$ cat config.mk
export PLATFORM = sky130hd
export DESIGN_NAME = rank_to_pseudo_observation
export DESIGN_NICKNAME = d
export VERILOG_FILES = /design/src/rtpo_pkg.sv /design/src/rank_to_pseudo_observation.sv
export SDC_FILE = /design/constraint.sdc
export NUM_CORES = 2
export LEC_CHECK = 0
export BUFFER_PORTS_ARGS = -buffer_cell sky130_fd_sc_hd__buf_4
export CAP_MARGIN = 30
export CELL_PAD_IN_SITES_DETAIL_PLACEMENT = 1
export CELL_PAD_IN_SITES_GLOBAL_PLACEMENT = 1
export CORE_AREA = 2 2 448 450
export DETAILED_ROUTE_END_ITERATION = 16
export DIE_AREA = 0 0 450 452
export GPL_ROUTABILITY_DRIVEN = 0
export PLACE_DENSITY = 0.82
export SETUP_SLACK_MARGIN = 0.1
export SYNTH_ARGS = -nofsm -noshare
export SYNTH_HDL_FRONTEND = slang
export SYNTH_SLANG_ARGS = --single-unit
$ cat constraint.sdc
create_clock -name clk -period 3.8 [get_ports clk]
set_input_delay 0.57 -clock clk [delete_from_list [all_inputs] [get_ports clk]]
set_output_delay 0.57 -clock clk [all_outputs]
set_load 0.005 [all_outputs]
$ cat src/rtpo_pkg.sv
// package: sizes, widths and sequencer states of the rank-to-pseudo-observation block
package rtpo_pkg;

    localparam int MAX_SAMPLES   = 64;
    localparam int SAMPLE_WIDTH  = 32;
    localparam int FRACTION_BITS = 16;

    localparam int ADDR_W    = $clog2(MAX_SAMPLES);
    localparam int COUNT_W   = $clog2(MAX_SAMPLES + 1);
    localparam int DIV_W     = COUNT_W + 1;
    localparam int DIV_CNT_W = $clog2(FRACTION_BITS);
    localparam int RANK_W    = 7;

    typedef enum logic [2:0] {
        S_LOAD,
        S_KEY,
        S_SCAN,
        S_DIV,
        S_EMIT
    } rtpo_state_t;

endpackage

$ cat src/rank_to_pseudo_observation.sv
// Rank transform of one column of signed samples into pseudo-observations.
// Samples are taken one per transfer and written to an on-chip store of
// 64 entries until the transfer marked last_sample; samples beyond 64 are
// dropped and flagged in overflow. No input is taken while the column is
// being ranked. For each stored sample, in arrival order, the sample's key
// is read, then every stored sample is scanned through one memory read port
// (one compare a cycle), and the rank is divided by n+1 in a bit-serial
// divider, one quotient bit a cycle. Ties rank by arrival order, earlier
// sample lower. A finished result waits in an output register while the
// next one is computed, and after the last result the next column can load
// at once. The store needs no clearing after reset.
module rank_to_pseudo_observation (
    input  logic                                  clk,
    input  logic                                  rst_n,
    input  logic                                  in_valid,
    output logic                                  in_ready,
    input  logic signed [rtpo_pkg::SAMPLE_WIDTH-1:0]  sample_value,
    input  logic                                  last_sample,
    output logic                                  out_valid,
    input  logic                                  out_ready,
    output logic [rtpo_pkg::RANK_W-1:0]           rank_position,
    output logic [rtpo_pkg::FRACTION_BITS-1:0]    pseudo_observation,
    output logic                                  last_of_run,
    output logic                                  overflow
);

    localparam int AW  = rtpo_pkg::ADDR_W;
    localparam int CW  = rtpo_pkg::COUNT_W;
    localparam int DW  = rtpo_pkg::DIV_W;
    localparam int SW  = rtpo_pkg::SAMPLE_WIDTH;
    localparam int FB  = rtpo_pkg::FRACTION_BITS;
    localparam int QW  = rtpo_pkg::DIV_CNT_W;
    localparam int RW  = rtpo_pkg::RANK_W;
    localparam int MAX = rtpo_pkg::MAX_SAMPLES;

    // sample store, keys in offset-binary form
    logic [SW-1:0] store_mem [MAX];
    logic [SW-1:0] key_i_reg;
    logic [SW-1:0] key_j_reg;

    rtpo_pkg::rtpo_state_t state_reg, state_next;

    logic [CW-1:0] count_reg;
    logic          ovf_reg;
    logic [CW-1:0] i_reg;
    logic [CW-1:0] j_reg;
    logic [CW-1:0] cmp_idx_reg;
    logic          cmp_valid_reg;
    logic [CW-1:0] rank_reg;
    logic [DW-1:0] rem_reg;
    logic [FB-1:0] quo_reg;
    logic [QW-1:0] div_cnt_reg;

    logic          out_valid_reg;
    logic [RW-1:0] out_rank_reg;
    logic [FB-1:0] out_frac_reg;
    logic          out_last_reg;
    logic          out_ovf_reg;

    logic          in_xfer;
    logic          store_full;
    logic          scan_done;
    logic          div_done;
    logic          out_free;
    logic          last_item;
    logic          key_less;
    logic [DW-1:0] divisor;
    logic [DW-1:0] rem_shift;
    logic          rem_ge;
    logic [SW-1:0] in_key;

    // control decodes
    always_comb
    begin
        in_ready   = (state_reg == rtpo_pkg::S_LOAD);
        in_xfer    = in_valid && in_ready;
        store_full = (count_reg == CW'(MAX));
        scan_done  = !cmp_valid_reg && (j_reg == count_reg);
        div_done   = (div_cnt_reg == QW'(FB - 1));
        out_free   = !out_valid_reg || out_ready;
        last_item  = ({1'b0, i_reg} + DW'(1)) == {1'b0, count_reg};
        in_key     = sample_value ^ {1'b1, {(SW-1){1'b0}}};
        key_less   = (key_j_reg < key_i_reg)
                     || ((key_j_reg == key_i_reg) && (cmp_idx_reg < i_reg));
        divisor    = {1'b0, count_reg} + DW'(1);
        rem_shift  = {rem_reg[DW-2:0], 1'b0};
        rem_ge     = (rem_shift >= divisor);
    end

    // next state
    always_comb
    begin
        state_next = state_reg;
        case (state_reg)
            rtpo_pkg::S_LOAD:
            begin
                if (in_xfer && last_sample)
                    state_next = rtpo_pkg::S_KEY;
            end
            rtpo_pkg::S_KEY:
            begin
                state_next = rtpo_pkg::S_SCAN;
            end
            rtpo_pkg::S_SCAN:
            begin
                if (scan_done)
                    state_next = rtpo_pkg::S_DIV;
            end
            rtpo_pkg::S_DIV:
            begin
                if (div_done)
                    state_next = rtpo_pkg::S_EMIT;
            end
            rtpo_pkg::S_EMIT:
            begin
                if (out_free)
                    state_next = last_item ? rtpo_pkg::S_LOAD : rtpo_pkg::S_KEY;
            end
            default:
            begin
                state_next = rtpo_pkg::S_LOAD;
            end
        endcase
    end

    // state register
    always_ff @(posedge clk or negedge rst_n)
    begin
        if (!rst_n)
            state_reg <= rtpo_pkg::S_LOAD;
        else
            state_reg <= state_next;
    end

    // store write on sample transfer, two registered read ports
    always_ff @(posedge clk)
    begin
        if (in_xfer && !store_full)
            store_mem[count_reg[AW-1:0]] <= in_key;
        key_i_reg <= store_mem[i_reg[AW-1:0]];
        key_j_reg <= store_mem[j_reg[AW-1:0]];
    end

    // column control: count, overflow, indexes, rank scan
    always_ff @(posedge clk or negedge rst_n)
    begin
        if (!rst_n)
        begin
            count_reg     <= '0;
            ovf_reg       <= 1'b0;
            i_reg         <= '0;
            j_reg         <= '0;
            cmp_idx_reg   <= '0;
            cmp_valid_reg <= 1'b0;
            div_cnt_reg   <= '0;
        end
        else
        begin
            case (state_reg)
                rtpo_pkg::S_LOAD:
                begin
                    if (in_xfer)
                    begin
                        if (store_full)
                            ovf_reg <= 1'b1;
                        else
                            count_reg <= count_reg + CW'(1);
                    end
                    i_reg <= '0;
                end
                rtpo_pkg::S_KEY:
                begin
                    j_reg         <= '0;
                    cmp_valid_reg <= 1'b0;
                end
                rtpo_pkg::S_SCAN:
                begin
                    if (j_reg != count_reg)
                    begin
                        cmp_idx_reg   <= j_reg;
                        cmp_valid_reg <= 1'b1;
                        j_reg         <= j_reg + CW'(1);
                    end
                    else
                    begin
                        cmp_valid_reg <= 1'b0;
                    end
                    div_cnt_reg <= '0;
                end
                rtpo_pkg::S_DIV:
                begin
                    div_cnt_reg <= div_cnt_reg + QW'(1);
                end
                rtpo_pkg::S_EMIT:
                begin
                    if (out_free)
                    begin
                        if (last_item)
                        begin
                            count_reg <= '0;
                            ovf_reg   <= 1'b0;
                        end
                        else
                        begin
                            i_reg <= i_reg + CW'(1);
                        end
                    end
                end
                default:
                begin
                    cmp_valid_reg <= 1'b0;
                end
            endcase
        end
    end

    // rank accumulation and restoring divider, one quotient bit a cycle
    // the last scan cycle has no compare pending, so rem_reg ends on the final rank
    always_ff @(posedge clk)
    begin
        case (state_reg)
            rtpo_pkg::S_KEY:
            begin
                rank_reg <= CW'(1);
            end
            rtpo_pkg::S_SCAN:
            begin
                if (cmp_valid_reg && key_less)
                    rank_reg <= rank_reg + CW'(1);
                rem_reg <= {1'b0, rank_reg};
                quo_reg <= '0;
            end
            rtpo_pkg::S_DIV:
            begin
                rem_reg <= rem_ge ? (rem_shift - divisor) : rem_shift;
                quo_reg <= {quo_reg[FB-2:0], rem_ge};
            end
            default:
            begin
                rank_reg <= rank_reg;
            end
        endcase
    end

    // output register
    always_ff @(posedge clk or negedge rst_n)
    begin
        if (!rst_n)
            out_valid_reg <= 1'b0;
        else if ((state_reg == rtpo_pkg::S_EMIT) && out_free)
            out_valid_reg <= 1'b1;
        else if (out_ready)
            out_valid_reg <= 1'b0;
    end

    always_ff @(posedge clk)
    begin
        if ((state_reg == rtpo_pkg::S_EMIT) && out_free)
        begin
            out_rank_reg <= RW'(rank_reg);
            out_frac_reg <= quo_reg;
            out_last_reg <= last_item;
            out_ovf_reg  <= ovf_reg;
        end
    end

    assign out_valid          = out_valid_reg;
    assign rank_position      = out_rank_reg;
    assign pseudo_observation = out_frac_reg;
    assign last_of_run        = out_last_reg;
    assign overflow           = out_ovf_reg;

endmodule
# After elaboration in Yosys (flattened, before gate mapping)
# Memory sizes are Yosys's and may differ from the RTL's. A register that Yosys moved wholly into a read port is not among the register bits.
# Cells that the tools add are included.
[totals] ff_bits=93 ram_bits=2048 inputBits=37 output_inout_bits=27 wordCells=108 memories=1
[op_classes] addsub=8 magnitude_cmp=3 eq_ne=21 muxes=33 bitwise=1 reduce_logical=25
[memory_table] memory="store_mem" depth=64 width=32 rd=2 rd_ports_with_merged_regs=2 wr=1 line="rank_to_pseudo_observation.sv:37" source="logic [SW-1:0] store_mem [MAX];"
[op_table] op="$pmux 7 s2" count=5
[op_table] op="$mux 7" count=9
[op_table] op="$eq 32x32->1" count=1
[op_table] op="$lt 32x32->1" count=1
[op_table] op="$pmux 16 s2" count=1
[op_table] op="$add 7x1->7 const B" count=4
[op_table] op="$add 7x1->8 const B" count=2
[op_table] op="$ne 2x2->1 const B" count=8
[op_table] op="$pmux 3 s5" count=1
[op_table] op="$mux 3" count=4
[op_table] op="$mux 1" count=10
[op_table] op="$reduce_and 5->1" count=2
[op_table] op="$eq 8x7->1" count=1
[op_table] op="$ge 8x8->1" count=1
[op_table] op="$pmux 4 s2" count=1
[op_table] op="$reduce_bool 2->1" count=4
[op_table] op="$eq 7x7->1" count=1
[op_table] op="$eq 7x7->1 const B" count=1
[op_table] op="$logic_and 1x1->1" count=7
[op_table] op="$lt 7x7->1" count=1
[op_table] op="$ne 7x7->1" count=1
[op_table] op="$sub 7x7->7" count=1
[op_table] op="$eq 3x2->1 const B" count=2
[op_table] op="$ne 2x1->1 const B" count=3
[op_table] op="13 further kinds" count=19

# Depth between registers and ports, before layout
[logic_depth] word_depth=6 mapped_depth=14 mapped_depth_nobuf=12

# Worst setup path after synthesis
# No wires, ideal clock.
[synth_path] kind="reg2reg" start="reg count_reg[0]" end="mem store_mem[25][0] (netlist name) (enable)" setup_time_ps=421 t_arrival_ps=3314 t_required_ps=3379 slack_ps=65 stages_incl_launch_ff=10 path_buffers=2 synth_period_minus_slack_ps=3735 path_cell_list="dfrtp_1 -> clkbuf_1 -> inv_1 -> ha_1 -> nand2_1 -> or3_1 -> nand3_1 -> or4_1 -> clkbuf_1 -> nor2_1"
[synth_via] elab_chain_cells=5
[synth_lines] element="start: declaration" line="rank_to_pseudo_observation.sv:43" source="logic [CW-1:0] count_reg;"
[synth_lines] element="start signal: assignment" line="rank_to_pseudo_observation.sv:167" source="count_reg <= count_reg + CW'(1);"
[synth_lines] element="$eq 7x7->1" line="rank_to_pseudo_observation.sv:77" source="store_full = (count_reg == CW'(MAX));"
[synth_lines] element="$logic_not 1->1" line="rank_to_pseudo_observation.sv:138" source="if (in_xfer && !store_full)"
[synth_lines] element="$logic_and 1x1->1" line="rank_to_pseudo_observation.sv:138"
[synth_lines] element="$mux 1" line="rank_to_pseudo_observation.sv:138"
[synth_lines] element="$mux 1 (not written as such)" line="rank_to_pseudo_observation.sv:139" source="store_mem[count_reg[AW-1:0]] <= in_key;"
[synth_lines] element="end: declaration" line="rank_to_pseudo_observation.sv:37"
# Parallel ways exist; a longest one is shown, timed or not.

# Final worst setup path
[layout_path] start="reg state_reg[1]" end="mem store_mem[30][21] (netlist name) (enable)"
[layout_via] elab_chain_cells=5
[layout_lines] element="start: declaration" line="rank_to_pseudo_observation.sv:41" source="rtpo_pkg::rtpo_state_t state_reg, state_next;"
[layout_lines] element="start signal: assignment" line="rank_to_pseudo_observation.sv:130" source="state_reg <= rtpo_pkg::S_LOAD;"
[layout_lines] element="start signal: assignment" line="rank_to_pseudo_observation.sv:132" source="state_reg <= state_next;"
[layout_lines] element="$logic_not 3->1" line="rank_to_pseudo_observation.sv:75" source="in_ready = (state_reg == rtpo_pkg::S_LOAD);"
[layout_lines] element="$logic_and 1x1->1" line="rank_to_pseudo_observation.sv:76" source="in_xfer = in_valid && in_ready;"
[layout_lines] element="$logic_and 1x1->1" line="rank_to_pseudo_observation.sv:138"
[layout_lines] element="$mux 1" line="rank_to_pseudo_observation.sv:138"
[layout_lines] element="$mux 1 (not written as such)" line="rank_to_pseudo_observation.sv:139"
# No other way between the ends.

==> summary.md <==
| Metric | Value |
|---|---|
| Delay of the slowest cell on the worst path | 0.74 ns |
| Initial standard-cell utilization of the core | 50.7% |
| Drt via density | 7.72 |
| Hold path start | in_valid |
| Flop-to-flop setup slack | 0.06 ns |
| Largest delay share family, worst path | simple AND/OR/NAND/NOR gates |
| Area share of the leading cell type in the synthesized netlist | 62.7% |
| Master of the slowest instance on the critical path | sky130_fd_sc_hd__nor2_4 |
| FF+latch area | 65400 um^2 |
| Post-route cell area | 114000 um^2 |
| Relative contribution of the clock network to total power | 31.0% |
| Syn_area_per_cell | 21.0 um^2 |
| Internal power summed over all cells | 50.7 mW |
| Worst slew slack as a fraction of its limit | 28.7% |
| Antenna violations before repair | 23 |
| H-Tree Depth | 4 |
| Number of failing hold endpoints at the final stage | 0 |
| Reg clk slew, reported paths | 0.06 ns |
| Hold Path Depth | 5 |
| Combined area of all synthesized cells | 101000 um^2 |
| Area inside the core boundary | 199000 um^2 |
| Layout Nets | 5064 |
| Vias | 60500 |
| Maximum fanout along the worst path | 22 |
| Synthesized flop and latch total | 2205 |
| Actual transition at the worst max-transition pin | 1.07 ns |
| Clk buf depth | 3 |
| Root buf cell | sky130_fd_sc_hd__clkbuf_16 |
| Initial drt markers | 11400 |
| Library cell with the largest summed area after synthesis | sky130_fd_sc_hd__edfxtp_1 |
| Area overhead of the layout relative to synthesis | 13.6% |
| List of most frequent post-synthesis cells | sky130_fd_sc_hd__edfxtp_1, sky130_fd_sc_hd__mux4_2, sky130_fd_sc_hd__nand2_1 |
| Clk_lat worst skew | 0.92 ns |
| Distinct cells, synth | 62 |
| Clock Sink Count | 2205 |
| Flip-flop count of the largest register after layout | 2048 |
| Worst setup skew after layout | 0.0579 ns |
| Hold-critical path endpoint | ovf_reg |
| Power per standard cell area | 635 nW/um^2 |
| Most used flip-flop cell after synthesis | sky130_fd_sc_hd__edfxtp_1 |
| Outcome | complete, no violations |
| Count of input and output buffers | 63 |
| DIE AREA | 203000 um^2 |
| Reg-to-reg critical path startpoint | state_reg[1] |
| Combined area of the multi-input logic cells | 34000 um^2 |
| Half-perimeter wire length after placement | 196 mm |
| Crit share post-route | 98.5% |
| Total negative slack for setup checks | 0 ns |
| FP Rows | 164 |
| Unrepaired setup endpoints after global routing | false |
| Top-count cell post-synth | sky130_fd_sc_hd__edfxtp_1 |
| Pin count of the biggest net entering global routing | 104 |
| Number of cell instances on the worst register-to-register path | 7 |
| Switching share of power | 30.2% |
| Die width | 450 um |
| Reg-to-Reg End | store_mem[30][21] |
| Count of antenna-violating nets left after detailed routing | 0 |
| TritonCTS clock tree | yes |
| Required time at the endpoint of the critical path | 4.33 ns |
| Shortest period the worst path allows | 3.74 ns |
| Total cell area at the placement stage | 107000 um^2 |
| Wire length of the first global-routing pass | 499 mm |
| Count of flip-flops with a built-in enable after synthesis | 2103 |
| Max Cap Violations | 0 |
| Synth Net Count | 4889 |
| Top cells by area in the synthesized netlist | sky130_fd_sc_hd__edfxtp_1, sky130_fd_sc_hd__mux4_2, sky130_fd_sc_hd__dfxtp_1 |
| Leakage power figure | 35.0 nW |
| I/O pin total | 64 |
| Inserted Clock Buffers | 218 |
| Kind of end point of the critical path | flop |
| Peak supply drop | 0.000574 V |
| Flop pwr share | 39.1% |
| Overflow left after global routing | 0 |
| Switch Pwr | 21.9 mW |
| Global-route usage over all layers | 35.3% |
| Max Slew Vio Count | 0 |
| Wire length per cell | 45.5 um |
| Count of buffer and inverter cells on the critical path | 2 |
| Drt first pass iters | 6 |
| Total number of yosys warnings | 0 |
| Share of synthesized area occupied by flip-flops and latches | 64.9% |
| CP cell instances | or2_2, nor2_1, and3_1, nand4_1, buf_4, nor2_4, buf_12 |
| Timing-limited maximum frequency | 0.267 GHz |
| Combinational cell fraction of total power | 29.9% |
| Vias in the first global route | 62200 |
| Arrival time reported for the critical path endpoint | 4.27 ns |
| Die boundary height | 452 um |
| Number of filler instances in the final layout | 16600 |
| Type of the worst setup path | flop to flop |
| Detailed-route wire length | 357 mm |
| Critical path launch point type | flop |
| # DRC | 0 |
| Hold/Removal Path Class | input port to flop |
| Fraction of registers with async set/reset | 1.72% |
| Mapped Cells | 4800 |
| Count of endpoints failing setup in the final report | 0 |
| Share of final-layout standard cells stronger than drive strength 1 | 38.7% |
[layout by cell type, fill, tap and decap left out, types with 22 or more instances in the layout]
cell type	Yosys	routed
sky130_fd_sc_hd__inv_1	48	46
sky130_fd_sc_hd__bufinv_16	0	23
sky130_fd_sc_hd__nor2_1	110	44
sky130_fd_sc_hd__clkinv_1	2	28
sky130_fd_sc_hd__clkinv_2	0	42
sky130_fd_sc_hd__a21oi_1	48	48
sky130_fd_sc_hd__o22ai_1	29	29
sky130_fd_sc_hd__edfxtp_1	2103	2103
sky130_fd_sc_hd__nor2_4	0	66
sky130_fd_sc_hd__a31oi_1	53	53
sky130_fd_sc_hd__dfrtp_1	38	27
sky130_fd_sc_hd__clkbuf_8	0	22
sky130_fd_sc_hd__buf_12	0	125
sky130_fd_sc_hd__nand2_1	279	278
sky130_fd_sc_hd__o21ai_0	47	46
sky130_fd_sc_hd__ha_1	52	52
sky130_fd_sc_hd__buf_4	22	195
sky130_fd_sc_hd__dfxtp_1	64	64
sky130_fd_sc_hd__clkbuf_16	0	221
sky130_fd_sc_hd__mux2i_1	28	28
sky130_fd_sc_hd__and3_1	42	42
sky130_fd_sc_hd__clkbuf_1	198	50
sky130_fd_sc_hd__nand3_1	25	25
sky130_fd_sc_hd__mux4_2	1243	1243
[power groups by stage]
stage / clock network [mW] / registers (mW) / logic, mW
after global placement: 0 / 28.8 / 20.3
final: 22.5 / 28.4 / 21.7
after floorplan: 0 / 28.3 / 14.7
after detailed placement: 0 / 28.8 / 20.9
after CTS: 22.5 / 28.4 / 21.5
after global routing: 23.3 / 28.4 / 22.6
[worst register-to-register path, stage by stage (launching register included)]
cell	delay (ns)
sky130_fd_sc_hd__dfrtp_1	0.48
sky130_fd_sc_hd__or2_2	0.41
sky130_fd_sc_hd__nor2_1	0.44
sky130_fd_sc_hd__and3_1	0.43
sky130_fd_sc_hd__nand4_1	0.20
sky130_fd_sc_hd__buf_4	0.24
sky130_fd_sc_hd__nor2_4	0.74
sky130_fd_sc_hd__buf_12	0.40
[metrics by stage]
step / power (mW) / worst slack, ns / hold WS, ns / util, % / std cells
after global placement: 49.1 / 0.266 / 0.407 / 53.8 / 7399
final: 72.6 / 0.0552 / 0.177 / 57.6 / 7832
after global routing: 74.4 / 0.106 / 0.169 / 57.6 / 7823
after floorplan: 43.0 / 0.0654 / 0.274 / - / 4800
after detailed placement: 49.8 / 0.195 / 0.425 / 53.8 / 7402
after CTS: 72.4 / 0.138 / 0.139 / 57.5 / 7810
[layout make-up]
| type | instances | area share (%) |
|---|---|---|
| Multi-Input combinational cell | 2174 | 29.7 |
| Clock inverter | 114 | 1.13 |
| Antenna cell | 14 | 0.0306 |
| Inverter | 52 | 0.188 |
| Clock buffer | 293 | 5.26 |
| Sequential cell | 2205 | 57.2 |
| Tap cell | 2656 | 2.91 |
| Timing Repair Buffer | 324 | 3.55 |
[per-layer routing]
layer  global-route usage [%]  vias to the layer above  part of all wire, %
li1                         -                    21200                    -
met1                     45.2                    31800                   32
met2                     53.4                     6015                   46
met3                     11.1                     1362                   14
met4                     21.1                       24                  7.1
met5                        0                        -                0.052
[how the worst max path moves through the flow]
stage,start,endpoint,cells past startpoint
2_1_floorplan,count_reg[0],store_mem[25][0],9
3_3_place_gp,state_reg[1],store_mem[44][7],8
3_5_place_dp,state_reg[2],rank_reg[6],9
4_1_cts,state_reg[1],store_mem[29][17],8
5_1_grt,state_reg[1],store_mem[60][6],9
6_report,state_reg[1],store_mem[30][21],7
[cells by family after synthesis]
family	share of synthesized area, %
flops	64.9
mux	28.2
simple gates	2.27
buf+inv	1.78
compound gates	1.92
fa+ha+maj	0.646
xor+xnor	0.287
[repair_timing]
item / in CTS / in global routing
gates resized for setup: 0 / 1
setup endpoints to repair: 0 / 32
setup buffers: 0 / 5
hold buffers: 1 / 0
endpoints found under the hold margin: 38 / 0
No activity file was read; power rests on OpenSTA's default activity.
